===== config.mk =====
export PLATFORM = sky130hd
export DESIGN_NAME = sonar_range_fault_filter
export DESIGN_NICKNAME = d
export VERILOG_FILES = /design/src/rtl/core/srff_pkg.sv /design/src/rtl/core/srff_div.sv /design/src/rtl/core/sonar_range_fault_filter.sv
export SDC_FILE = /design/constraint.sdc
export NUM_CORES = 2
export LEC_CHECK = 0
export BUFFER_PORTS_ARGS = -buffer_cell sky130_fd_sc_hd__buf_2
export CAP_MARGIN = 20
export CORE_ASPECT_RATIO = 1.4
export CORE_MARGIN = 3
export CORE_UTILIZATION = 60
export CTS_BUF_LIST = sky130_fd_sc_hd__clkbuf_4
export CTS_CLUSTER_DIAMETER = 120
export DETAILED_ROUTE_END_ITERATION = 8
export MAX_ROUTING_LAYER = met4
export PLACE_DENSITY = 0.78
export SYNTH_ARGS = -nofsm -noshare
export SYNTH_HDL_FRONTEND = slang
export SYNTH_SLANG_ARGS = --single-unit

===== constraint.sdc =====
create_clock -name i_clk -period 14.35 [get_ports i_clk]
set_clock_uncertainty 0.1 [all_clocks]
set_input_delay 2.87 -clock i_clk [delete_from_list [all_inputs] [get_ports i_clk]]
set_output_delay 2.87 -clock i_clk [all_outputs]
set_load 0.05 [all_outputs]

===== src/rtl/core/srff_pkg.sv =====
package srff_pkg;

    // Field widths
    localparam int DIST_W = 16;
    localparam int TIME_W = 32;

    // Request kinds
    localparam logic REQ_SAMPLE = 1'b0;
    localparam logic REQ_TICK   = 1'b1;

    // Configuration register indexes
    localparam logic [2:0] CFG_MIN_DIST  = 3'd0;
    localparam logic [2:0] CFG_MAX_DIST  = 3'd1;
    localparam logic [2:0] CFG_FAULT_THR = 3'd2;
    localparam logic [2:0] CFG_FILT_LEN  = 3'd3;
    localparam logic [2:0] CFG_TIMEOUT   = 3'd4;

    // Raw ring and fallback window
    localparam int RAW_DEPTH      = 10;
    localparam int RAW_IDX_W      = 4;
    localparam int FALLBACK_COUNT = 5;
    localparam int RANGE_MARGIN   = 10;

    // Moving-average store
    localparam int MA_DEPTH = 16;
    localparam int MA_IDX_W = (MA_DEPTH > 1) ? $clog2(MA_DEPTH) : 1;
    localparam int LEN_W    = $clog2(MA_DEPTH + 1);

    // Mean unit sizing: largest term count, divisor and sum widths
    localparam int MAX_TERMS = (MA_DEPTH > RAW_DEPTH) ? MA_DEPTH : RAW_DEPTH;
    localparam int DIVR_W    = $clog2(MAX_TERMS + 1);
    localparam int SUM_W     = DIST_W + DIVR_W;

    // Divider retires two quotient bits per cycle
    localparam int DIV_STEPS = (SUM_W + 1) / 2;
    localparam int DIV_W     = 2 * DIV_STEPS;
    localparam int DIV_CNT_W = $clog2(DIV_STEPS + 1);

    typedef struct packed {
        logic              start;
        logic [SUM_W-1:0]  dividend;
        logic [DIVR_W-1:0] divisor;
    } t_div_req;

    typedef struct packed {
        logic              done;
        logic [DIST_W-1:0] quotient;
    } t_div_rsp;

endpackage


===== src/rtl/core/srff_div.sv =====
module srff_div
    import srff_pkg::*;
(
    input  logic     i_clk,
    input  logic     i_rst_n,
    input  t_div_req i_req,
    output t_div_rsp o_rsp
);

    logic                 r_busy;
    logic                 r_done;
    logic [DIV_CNT_W-1:0] r_cnt;
    logic [DIV_W-1:0]     r_quo;
    logic [DIVR_W-1:0]    r_rem;
    logic [DIVR_W-1:0]    r_dvs;

    logic [DIV_W-1:0]     n_quo;
    logic [DIVR_W-1:0]    n_rem;

    // Two restoring steps per cycle; remainder stays below the divisor
    always_comb begin
        logic [DIVR_W:0] trial;
        n_quo = r_quo;
        n_rem = r_rem;
        for (int k = 0; k < 2; k++) begin
            trial = {n_rem, n_quo[DIV_W-1]};
            n_quo = {n_quo[DIV_W-2:0], 1'b0};
            if (trial >= {1'b0, r_dvs}) begin
                n_rem    = DIVR_W'(trial - {1'b0, r_dvs});
                n_quo[0] = 1'b1;
            end else begin
                n_rem = trial[DIVR_W-1:0];
            end
        end
    end

    // Control
    always_ff @(posedge i_clk) begin
        if (!i_rst_n) begin
            r_busy <= 1'b0;
            r_done <= 1'b0;
            r_cnt  <= '0;
        end else begin
            r_done <= 1'b0;
            if (i_req.start) begin
                r_busy <= 1'b1;
                r_cnt  <= DIV_CNT_W'(DIV_STEPS);
            end else if (r_busy) begin
                r_cnt <= r_cnt - DIV_CNT_W'(1);
                if (r_cnt == DIV_CNT_W'(1)) begin
                    r_busy <= 1'b0;
                    r_done <= 1'b1;
                end
            end
        end
    end

    // Datapath
    always_ff @(posedge i_clk) begin
        if (i_req.start) begin
            r_quo <= DIV_W'(i_req.dividend);
            r_rem <= '0;
            r_dvs <= i_req.divisor;
        end else if (r_busy) begin
            r_quo <= n_quo;
            r_rem <= n_rem;
        end
    end

    assign o_rsp.done     = r_done;
    assign o_rsp.quotient = r_quo[DIST_W-1:0];

endmodule


===== src/rtl/core/sonar_range_fault_filter.sv =====
// Sonar range qualifier and smoothing filter. Each request is either a distance
// sample or a timeout tick; each produces exactly one result. A request that needs
// no mean (ticks, startup samples that do not end the startup run, faults without
// fallback) goes straight to the final state, which loads its result into the
// output register; the block then returns to idle and takes the next request. A
// request that takes a rounded mean over n stored entries (n = 10 at startup, 5
// for fault fallback, or the filter length) passes through the shared accumulator
// one entry per cycle, starts the two-bits-per-cycle divider, waits for its done,
// loads the output register and returns to idle. A mean whose entries are all zero
// skips the divider. A result still waiting in the output register holds the next
// one back. The block holds o_stall high for the whole request and accepts the next
// one once the result has moved into the output register. Configuration writes are
// always taken and must only be issued while the block is idle.
module sonar_range_fault_filter
    import srff_pkg::*;
(
    input  logic              i_clk,
    input  logic              i_rst_n,
    // Request channel
    input  logic              i_valid,
    output logic              o_stall,
    input  logic              i_req_type,
    input  logic [DIST_W-1:0] i_distance_mm,
    input  logic [TIME_W-1:0] i_timestamp_us,
    // Result channel
    output logic              o_valid,
    input  logic              i_stall,
    output logic              o_published,
    output logic [DIST_W-1:0] o_filtered_mm,
    output logic              o_sample_accepted,
    output logic              o_ready_res,
    output logic [DIST_W-1:0] o_estimate_mm,
    output logic              o_timed_out,
    // Configuration write channel
    input  logic              i_cfg_valid,
    output logic              o_cfg_ready,
    input  logic [2:0]        i_cfg_index,
    input  logic [31:0]       i_cfg_data
);

    localparam logic [1:0] ST_IDLE = 2'd0;
    localparam logic [1:0] ST_SUM  = 2'd1;
    localparam logic [1:0] ST_DIV  = 2'd2;
    localparam logic [1:0] ST_FIN  = 2'd3;

    localparam logic [1:0] MEAN_INIT     = 2'd0;
    localparam logic [1:0] MEAN_FALLBACK = 2'd1;
    localparam logic [1:0] MEAN_AVG      = 2'd2;

    localparam logic [3:0] VC_MAX   = 4'd15;
    localparam logic [3:0] VC_READY = 4'd10;
    localparam logic [1:0] FR_MAX   = 2'd3;

    // Configuration registers
    logic [DIST_W-1:0] r_min_dist, r_max_dist, r_fault_thr;
    logic [4:0]        r_filt_len;
    logic [TIME_W-1:0] r_timeout;

    // Filter state
    logic [DIST_W-1:0]    r_raw [RAW_DEPTH];
    logic [RAW_IDX_W-1:0] r_ri, n_ri;
    logic [DIST_W-1:0]    r_ma [MA_DEPTH];
    logic [MA_IDX_W-1:0]  r_ai, n_ai;
    logic [DIST_W-1:0]    r_est, n_est;
    logic                 r_ready, n_ready;
    logic [3:0]           r_vc, n_vc;
    logic [1:0]           r_fr, n_fr;
    logic [TIME_W-1:0]    r_lvt, n_lvt;

    // Sequencer and accumulator
    logic [1:0]        r_state, n_state;
    logic [1:0]        r_kind, n_kind;
    logic [DIVR_W-1:0] r_term, n_term;
    logic [DIVR_W-1:0] r_nterms, n_nterms;
    logic [SUM_W-1:0]  r_sum, n_sum;
    logic              r_nz, n_nz;

    // Per-request result flags
    logic              r_pub, n_pub;
    logic [DIST_W-1:0] r_filt, n_filt;
    logic              r_acc, n_acc;
    logic              r_tout_hit, n_tout_hit;

    // Output register
    logic              r_out_valid;
    logic              r_res_pub, r_res_acc, r_res_ready, r_res_tout;
    logic [DIST_W-1:0] r_res_filt, r_res_est;

    logic              raw_we, ma_we;
    logic [DIST_W-1:0] term;
    logic [LEN_W-1:0]  len;
    logic              out_load;
    t_div_req          div_req;
    t_div_rsp          div_rsp;

    srff_div u_div (
        .i_clk   (i_clk),
        .i_rst_n (i_rst_n),
        .i_req   (div_req),
        .o_rsp   (div_rsp)
    );

    assign o_stall     = (r_state != ST_IDLE);
    assign o_cfg_ready = 1'b1;
    assign out_load    = (r_state == ST_FIN) && (!r_out_valid || !i_stall);

    // Effective moving-average length, clamped to 1..MA_DEPTH
    always_comb begin
        if (r_filt_len == 5'd0) begin
            len = LEN_W'(1);
        end else if (32'(r_filt_len) > MA_DEPTH) begin
            len = LEN_W'(MA_DEPTH);
        end else begin
            len = LEN_W'(r_filt_len);
        end
    end

    // Entry under the accumulator
    always_comb begin
        if (r_kind == MEAN_AVG) begin
            term = r_ma[r_term[MA_IDX_W-1:0]];
        end else if (32'(r_term) < RAW_DEPTH) begin
            term = r_raw[r_term[RAW_IDX_W-1:0]];
        end else begin
            term = '0;
        end
    end

    // Sequencer
    always_comb begin
        logic [DIST_W:0]      lo_lim;
        logic                 in_rng;
        logic [DIST_W-1:0]    dev;
        logic                 ok;
        logic [RAW_IDX_W:0]   ri_inc;
        logic [MA_IDX_W:0]    ai_inc;
        logic [3:0]           vc_inc;
        logic [TIME_W-1:0]    since;

        n_state    = r_state;
        n_kind     = r_kind;
        n_term     = r_term;
        n_nterms   = r_nterms;
        n_sum      = r_sum;
        n_nz       = r_nz;
        n_ri       = r_ri;
        n_ai       = r_ai;
        n_est      = r_est;
        n_ready    = r_ready;
        n_vc       = r_vc;
        n_fr       = r_fr;
        n_lvt      = r_lvt;
        n_pub      = r_pub;
        n_filt     = r_filt;
        n_acc      = r_acc;
        n_tout_hit = r_tout_hit;
        raw_we     = 1'b0;
        ma_we      = 1'b0;
        div_req.start    = 1'b0;
        div_req.dividend = r_sum;
        div_req.divisor  = r_nterms;

        lo_lim = {1'b0, r_min_dist} + (DIST_W+1)'(RANGE_MARGIN);
        in_rng = ({1'b0, i_distance_mm} >= lo_lim) &&
                 (({1'b0, i_distance_mm} + (DIST_W+1)'(RANGE_MARGIN)) <= {1'b0, r_max_dist});
        dev    = (i_distance_mm > r_est) ? (i_distance_mm - r_est) : (r_est - i_distance_mm);
        ok     = in_rng && (dev <= r_fault_thr);
        ri_inc = {1'b0, r_ri} + (RAW_IDX_W+1)'(1);
        ai_inc = {1'b0, r_ai} + (MA_IDX_W+1)'(1);
        vc_inc = (r_vc < VC_MAX) ? (r_vc + 4'd1) : r_vc;
        since  = i_timestamp_us - r_lvt;

        unique case (r_state)
            ST_IDLE: begin
                if (i_valid) begin
                    n_pub      = 1'b0;
                    n_filt     = '0;
                    n_acc      = 1'b0;
                    n_tout_hit = 1'b0;
                    n_state    = ST_FIN;
                    n_term     = '0;
                    n_nz       = 1'b0;
                    if (i_req_type == REQ_TICK) begin
                        // Timeout tick
                        if ((since > r_timeout) && r_ready) begin
                            n_ready    = 1'b0;
                            n_vc       = '0;
                            n_tout_hit = 1'b1;
                        end
                    end else if (!r_ready) begin
                        // Startup: fill the raw ring with in-range samples
                        if (r_vc <= 4'd1) begin
                            n_est = i_distance_mm;
                        end
                        if (!in_rng) begin
                            n_vc = '0;
                        end else begin
                            n_acc  = 1'b1;
                            n_vc   = vc_inc;
                            n_lvt  = i_timestamp_us;
                            raw_we = (32'(r_ri) < RAW_DEPTH);
                            n_ri   = (ri_inc > (RAW_IDX_W+1)'(RAW_DEPTH - 1)) ?
                                     '0 : ri_inc[RAW_IDX_W-1:0];
                            if (vc_inc > VC_READY) begin
                                n_kind   = MEAN_INIT;
                                n_nterms = DIVR_W'(RAW_DEPTH);
                                n_sum    = SUM_W'(RAW_DEPTH / 2);
                                n_state  = ST_SUM;
                            end
                        end
                    end else begin
                        // Running: fault check against the estimate
                        if (in_rng) begin
                            n_vc  = vc_inc;
                            n_lvt = i_timestamp_us;
                        end
                        raw_we = (32'(r_ri) < RAW_DEPTH);
                        n_ri   = (ri_inc > (RAW_IDX_W+1)'(FALLBACK_COUNT - 1)) ?
                                 '0 : ri_inc[RAW_IDX_W-1:0];
                        if (!ok) begin
                            if (r_fr == FR_MAX) begin
                                n_kind   = MEAN_FALLBACK;
                                n_nterms = DIVR_W'(FALLBACK_COUNT);
                                n_sum    = SUM_W'(FALLBACK_COUNT / 2);
                                n_state  = ST_SUM;
                            end
                            if (r_fr < FR_MAX) begin
                                n_fr = r_fr + 2'd1;
                            end
                        end else begin
                            n_acc    = 1'b1;
                            n_fr     = '0;
                            ma_we    = 1'b1;
                            n_ai     = (32'(ai_inc) >= 32'(len)) ?
                                       '0 : ai_inc[MA_IDX_W-1:0];
                            n_kind   = MEAN_AVG;
                            n_nterms = DIVR_W'(len);
                            n_sum    = SUM_W'(len >> 1);
                            n_state  = ST_SUM;
                        end
                    end
                end
            end
            ST_SUM: begin
                // One entry per cycle into the accumulator, then divide, or finish when all entries are zero
                if (r_term != r_nterms) begin
                    n_sum  = r_sum + SUM_W'(term);
                    n_nz   = r_nz | (term != '0);
                    n_term = r_term + DIVR_W'(1);
                end else if (r_nz) begin
                    div_req.start = 1'b1;
                    n_state       = ST_DIV;
                end else begin
                    n_state = ST_FIN;
                end
            end
            ST_DIV: begin
                if (div_rsp.done) begin
                    n_est = div_rsp.quotient;
                    if (r_kind == MEAN_INIT) begin
                        n_ready = 1'b1;
                    end
                    if (r_kind == MEAN_AVG) begin
                        n_pub  = 1'b1;
                        n_filt = div_rsp.quotient;
                    end
                    n_state = ST_FIN;
                end
            end
            ST_FIN: begin
                if (!r_out_valid || !i_stall) begin
                    n_state = ST_IDLE;
                end
            end
            default: begin
                n_state = ST_IDLE;
            end
        endcase
    end

    // Configuration writes
    always_ff @(posedge i_clk) begin
        if (!i_rst_n) begin
            r_min_dist  <= 16'd200;
            r_max_dist  <= 16'd4000;
            r_fault_thr <= 16'd148;
            r_filt_len  <= 5'd5;
            r_timeout   <= 32'd1000000;
        end else if (i_cfg_valid) begin
            unique case (i_cfg_index)
                CFG_MIN_DIST:  r_min_dist  <= i_cfg_data[DIST_W-1:0];
                CFG_MAX_DIST:  r_max_dist  <= i_cfg_data[DIST_W-1:0];
                CFG_FAULT_THR: r_fault_thr <= i_cfg_data[DIST_W-1:0];
                CFG_FILT_LEN:  r_filt_len  <= i_cfg_data[4:0];
                CFG_TIMEOUT:   r_timeout   <= i_cfg_data;
                default: ;
            endcase
        end
    end

    // Filter state and sequencer registers
    always_ff @(posedge i_clk) begin
        if (!i_rst_n) begin
            for (int i = 0; i < RAW_DEPTH; i++) begin
                r_raw[i] <= '0;
            end
            for (int i = 0; i < MA_DEPTH; i++) begin
                r_ma[i] <= '0;
            end
            r_ri       <= '0;
            r_ai       <= '0;
            r_est      <= '0;
            r_ready    <= 1'b0;
            r_vc       <= '0;
            r_fr       <= '0;
            r_lvt      <= '0;
            r_state    <= ST_IDLE;
            r_kind     <= MEAN_INIT;
            r_term     <= '0;
            r_nterms   <= '0;
            r_sum      <= '0;
            r_nz       <= 1'b0;
            r_pub      <= 1'b0;
            r_filt     <= '0;
            r_acc      <= 1'b0;
            r_tout_hit <= 1'b0;
        end else begin
            if (raw_we) begin
                r_raw[r_ri] <= i_distance_mm;
            end
            if (ma_we) begin
                r_ma[r_ai] <= i_distance_mm;
            end
            r_ri       <= n_ri;
            r_ai       <= n_ai;
            r_est      <= n_est;
            r_ready    <= n_ready;
            r_vc       <= n_vc;
            r_fr       <= n_fr;
            r_lvt      <= n_lvt;
            r_state    <= n_state;
            r_kind     <= n_kind;
            r_term     <= n_term;
            r_nterms   <= n_nterms;
            r_sum      <= n_sum;
            r_nz       <= n_nz;
            r_pub      <= n_pub;
            r_filt     <= n_filt;
            r_acc      <= n_acc;
            r_tout_hit <= n_tout_hit;
        end
    end

    // Output register: valid is control, fields are payload
    always_ff @(posedge i_clk) begin
        if (!i_rst_n) begin
            r_out_valid <= 1'b0;
        end else if (out_load) begin
            r_out_valid <= 1'b1;
        end else if (!i_stall) begin
            r_out_valid <= 1'b0;
        end
    end

    always_ff @(posedge i_clk) begin
        if (out_load) begin
            r_res_pub   <= r_pub;
            r_res_filt  <= r_filt;
            r_res_acc   <= r_acc;
            r_res_ready <= r_ready;
            r_res_est   <= r_est;
            r_res_tout  <= r_tout_hit;
        end
    end

    assign o_valid           = r_out_valid;
    assign o_published       = r_res_pub;
    assign o_filtered_mm     = r_res_filt;
    assign o_sample_accepted = r_res_acc;
    assign o_ready_res       = r_res_ready;
    assign o_estimate_mm     = r_res_est;
    assign o_timed_out       = r_res_tout;

`ifndef NO_ASSERTIONS
    // Divider only finishes while the sequencer waits for it
    a_div_done_in_div: assert property (@(posedge i_clk) disable iff (!i_rst_n)
        div_rsp.done |-> (r_state == ST_DIV))
        else $error("divider done outside divide state");

    // An accepted request keeps the block busy in the next cycle
    a_busy_after_accept: assert property (@(posedge i_clk) disable iff (!i_rst_n)
        (i_valid && !o_stall) |=> o_stall)
        else $error("request accepted without entering busy state");

    // Raw ring index stays inside the ring
    a_ring_index: assert property (@(posedge i_clk) disable iff (!i_rst_n)
        32'(r_ri) < RAW_DEPTH)
        else $error("raw ring index out of range");

    // A published average only comes from an accepted sample while ready
    a_pub_implies_ready: assert property (@(posedge i_clk) disable iff (!i_rst_n)
        (o_valid && o_published) |-> (o_sample_accepted && o_ready_res))
        else $error("published result without accepted sample or ready");
`endif

endmodule


Yosys cells after proc, flatten, opt, wreduce, memory -nomap -nowiden. Memories as Yosys holds them, arrays and structs flattened. A register that Yosys moved wholly into a read port is not among the register bits. Cells that the tools add are included.

Order comparisons: 17. Multiplexer cells: 123. Bitwise gates (word level): 4. Equality and inequality tests: 30. Add/subtract/negate cells: 14. Reduce and logical (&&, ||, !) cells: 41.

Operators with widths (count): $mux 21 (10); $mux 16 (13); $mux 4 (19); $pmux 16 s2 (2); $mux 5 (11); $mux 1 (45); $pmux 21 s2 (1); $add 16x4->17 const B (2); $mux 2 (17); $gt 32x32->1 (1); $reduce_or 16->1 (2); $sub 16x16->16 (2); $sub 32x32->32 (1); $add 21x16->21 (1); $ne 2x2->1 const B (10); $reduce_and 4->1 (5); $reduce_and 6->1 (3); $ge 16x17->1 (1); $le 17x16->1 (1); $gt 16x16->1 (1); $le 16x16->1 (1); $reduce_bool 16->1 (1); $reduce_bool 2->1 (7); $ge 6x5->1 (2); other kinds (44) (70).

Output and inout bits: 39. Input bits: 89. Memories kept: 2. Logic and storage cells: 268. Memory bits (writable): 416. Flip-flop bits (word level): 278.

Memories: r_ma (depth 16, bits a word 16, rd ports 1, clocked after memory_dff 1, write ports 16, RTL line sonar_range_fault_filter.sv:62) `logic [DIST_W-1:0] r_ma [MA_DEPTH];`; r_raw (depth 10, bits a word 16, rd ports 1, clocked after memory_dff 1, write ports 10, RTL line sonar_range_fault_filter.sv:60) `logic [DIST_W-1:0] r_raw [RAW_DEPTH];`.

Logic depth before layout (Yosys ltp).
Word-level depth: 14. Depth in mapped cells: 28. Depth with buffers taken out: 23.

By module. Synthesis repeated with hierarchy kept, for this count alone.

Cells, all modules: 3486. Area total of the unflattened synthesis: 40104.7 µm².

By module, submodules not included: sonar_range_fault_filter (cells each 3304, area an instance 37951.4 µm², instances 1, sequential area each 20619.8 µm²); srff_div (cells each 182, area an instance 2153.3 µm², instances 1, sequential area each 1021.0 µm²).

Worst setup path before layout. Ideal clock, no wire load.

Path type: input -> register. Start: in i_distance_mm[9]. End: mem r_ma[12][0] (enable). Data required time: 13875 ps. Buffers on the path: 6. Arrival: 7814 ps. Stages: 24. Setup time: 375 ps. Slack: 6061 ps. Path through: clkbuf_1 inv_1 ha_1 buf_2 a211oi_1 o21a_1 o41a_1 a21o_1 clkbuf_1 buf_2 a221o_1 a21oi_1 xnor2_1 ha_1 a21o_1 a21oi_1 o21ai_0 a2111oi_0 o22ai_1 nor3_4 clkbuf_1 and4_1 buf_2 nand2b_1.

RTL lines: start, declared (RTL line sonar_range_fault_filter.sv:23) `input logic [DIST_W-1:0] i_distance_mm,`; end, declared (RTL line sonar_range_fault_filter.sv:62).

==> metrics.yaml <==
outcome:
  outcome: "complete, no violations"
critical_path:
  cp_max_fo: 27
  endpoint: "r_ma[2][1]$_SDFFCE_PN0P_"
  cpPeakStageDelay_ps: 720
  path_cells: "buf_2 -> buf_4 -> inv_1 -> ha_1 -> nand4_1 -> nor3_1 -> and2_1 -> a21o_1 -> or3b_2 -> o31a_1 -> a21oi_1 -> xnor2_1 -> ha_1 -> a21o_1 -> a21oi_1 -> o21ai_0 -> a2111oi_0 -> o22ai_1 -> nor3_4 -> buf_8 -> and4_1 -> nand2b_1"
  cp-end-kind: "register"
  critPathArrivalTime_ps: 9470
  crit_buf_inv: 4
  critPathKind: "input port to register"
  reg2regPathDepth: 21
  crit_cells: 22
  worst_r2r_startpoint: "r_est[0]$_SDFFE_PN0P_"
  rrSetupSlack_ps: 7380
  cp-startpoint: "i_distance_mm[8]"
  worstPathRequired_ps: 14930
  start_kind: "input port"
  slowest_stage: "a21o_1"
  crit_family: "simple AND/OR/NAND/NOR gates"
  reg2reg_to: "r_ma[2][1]$_SDFFCE_PN0P_"
floorplan:
  rows: 111
  io_pins: 128
  die_x_um: 224.9
  coreArea_mm2: 0.06597
  die_area_mm2: 0.07027
  die_y_um: 312.4
  initial_utilization_pct: 61.01
timing:
  rsz0062_at_grt: "false"
  setup-violations-final: 0
  slew_headroom_pct: 27.97
  final_hold_viol_count: 0
  layout_worst_path_cycle_share_pct: 61.92
  setup_tns_ps: 0
  worst_slew_pin_slew_ps: 1077
  max_freq_ghz: 0.1125
  slew_viol_final: 0
  period_needed_ps: 8885
placement:
  dp_hpwl_um: 70700
  place_inst: 4387
  gp_congestion: 0.9717
  port_buffers: 126
synth:
  syn-mean-instance-area_um2: 11.51
  synthTopCellsByArea: "edfxtp_1 (43%), dfxtp_1 (11%), mux4_2 (9.0%)"
  yosysMostFrequentCell: "edfxtp_1"
  ys_seq_area_share_pct: 53.77
  async_flop_share_pct: 0
  synth_top_area_cell: "edfxtp_1"
  synthCells: 3498
  ys.warnings.count: 0
  ys_types: 88
  yosys.area.top_type_share_pct: 42.83
  synth-edff-count: 574
  synth_flop_cell: "edfxtp_1"
  synth_common_cells: "edfxtp_1 (574), nand2_1 (412), and2_1 (300), a21oi_1 (236), nor2_1 (226)"
  syn_area_mm2: 0.04025
  ys_seq_elements: 794
hold_path:
  hp-start: "r_filt[13]$_SDFFE_PN0P_"
  min_path_type: "register to register"
layout:
  stdcell_count: 4721
  multi_input_area_mm2: 0.01726
  n_fill_cell: 4880
  area_growth_pct: 9.827
  seqCellArea_mm2: 0.02165
  fin_util_pct: 67.00
  drive_gt1_share_pct: 16.45
  final_nets: 4012
clocking:
  post_cts_resized: 0
  worstSkewPairLatency_ps: 1100
  tritoncts: "yes"
  cts_setup_buffers: 0
  clock_path_buffers: 3
  clk_pin_slew_ps: 80
  cts_buffers: 179
  clock-sinks: 794
  cts_hold_buf: 0
  htreeDepth: 4
  cts_root_buffer: "clkbuf_4"
drt:
  vias: 28160
  drt_iter0_drc: 2520
  ant_nets: 0
  post_drt_wl_per_cell_um: 22.12
  postRouteWirelength_um: 104400
  via_per_inst: 5.966
  dr.pass1.iters: 6
  remaining_drc_errors: 0
global_route:
  grt_pass1_wl_um: 158800
  grt.overflow.total: 0
  grt_antenna_before_repair: 4
  grt.total_usage_pct: 30.91
  grt_max_degree: 108
  grt_pass1_vias: 27640
pwr:
  leakage_nw: 16.72
  power.density_mw_per_mm2: 137.4
  peakVddDrop_uv: 146.1
run:
  maxCapViolCount: 0
-- stage by stage --
stage	total power [mW]	hold slack [ps]	cell area [um2]	setup WS (ps)
after floorplan	3.859	308.1	40600	6061
after global placement	4.236	312.5	41740	4207
after detailed placement	4.259	315.3	41740	4101
after CTS	6.090	272.1	44120	5236
after global routing	6.384	274.9	44200	4908
final	6.075	278.9	44200	5465
-- cell usage in the layout (no fill, tap or decap), types with 53 or more instances in the layout --
cell,Yosys,layout
a21oi_1,236,235
and2_1,300,300
buf_2,40,125
clkbuf_4,0,243
clkinv_1,1,53
conb_1,2,97
dfxtp_1,220,217
edfxtp_1,574,574
ha_1,192,192
inv_1,223,223
mux4_2,160,160
nand2_1,412,412
nor2_1,226,226
o21ai_0,82,82
xnor2_1,63,63
-- cell families after synthesis --
family                   count (synthesis)  synth area share, %
AO/OA/AOI/OAI                          555                8.652
XOR/XNOR                                93                2.024
adder cells (fa/ha/maj)                198                6.267
buffers and inverters                  440                4.324
flip-flops                             794                53.77
multiplexers                           200                9.964
other                                    2              0.01866
AND/OR/NAND/NOR                       1216                14.98
-- layer usage --
metal	vias to the layer above	track usage, %	share of wire (%)
li1	13010	-	-
met1	13480	35.20	36
met2	1313	50.66	50
met3	362	7.225	8.2
met4	0	16.83	5.9
met5	-	-	0
-- flip-flops by register name (all words and copies together) (netlist names), 21 cells and up, named ones only --
signal	count
r_sum	21
r_raw	256
r_timeout	32
r_lvt	32
u_div.r_quo	22
r_ma	256
-- where the power goes --
group / switching, mW / internal, mW
sequential: 0.120 / 2.62
combinational: 0.898 / 0.601
clock: 0.913 / 0.926
-- worst min path at each step --
stage                                             end  slack (ps)  depth (start not counted)
after floorplan            o_filtered_mm[0]$_DFFE_PP_         310                          0
final                     o_filtered_mm[13]$_DFFE_PP_         280                          0
after detailed placement        o_timed_out$_DFFE_PP_         320                          0
after global placement     o_filtered_mm[0]$_DFFE_PP_         310                          0
after global routing      o_filtered_mm[13]$_DFFE_PP_         270                          0
after CTS                 o_filtered_mm[13]$_DFFE_PP_         270                          0
-- layout make-up --
type | instances | share of cell area, %
antenna | 7 | 0.03963
sequential | 794 | 48.98
clock buffer | 243 | 4.127
multi-input combinational | 2359 | 39.05
clock inverter | 80 | 1.268
inverter | 225 | 1.922
timing repair buffer | 166 | 2.219
tap | 847 | 2.398
Note: power is estimated with default switching activity, not from simulation.
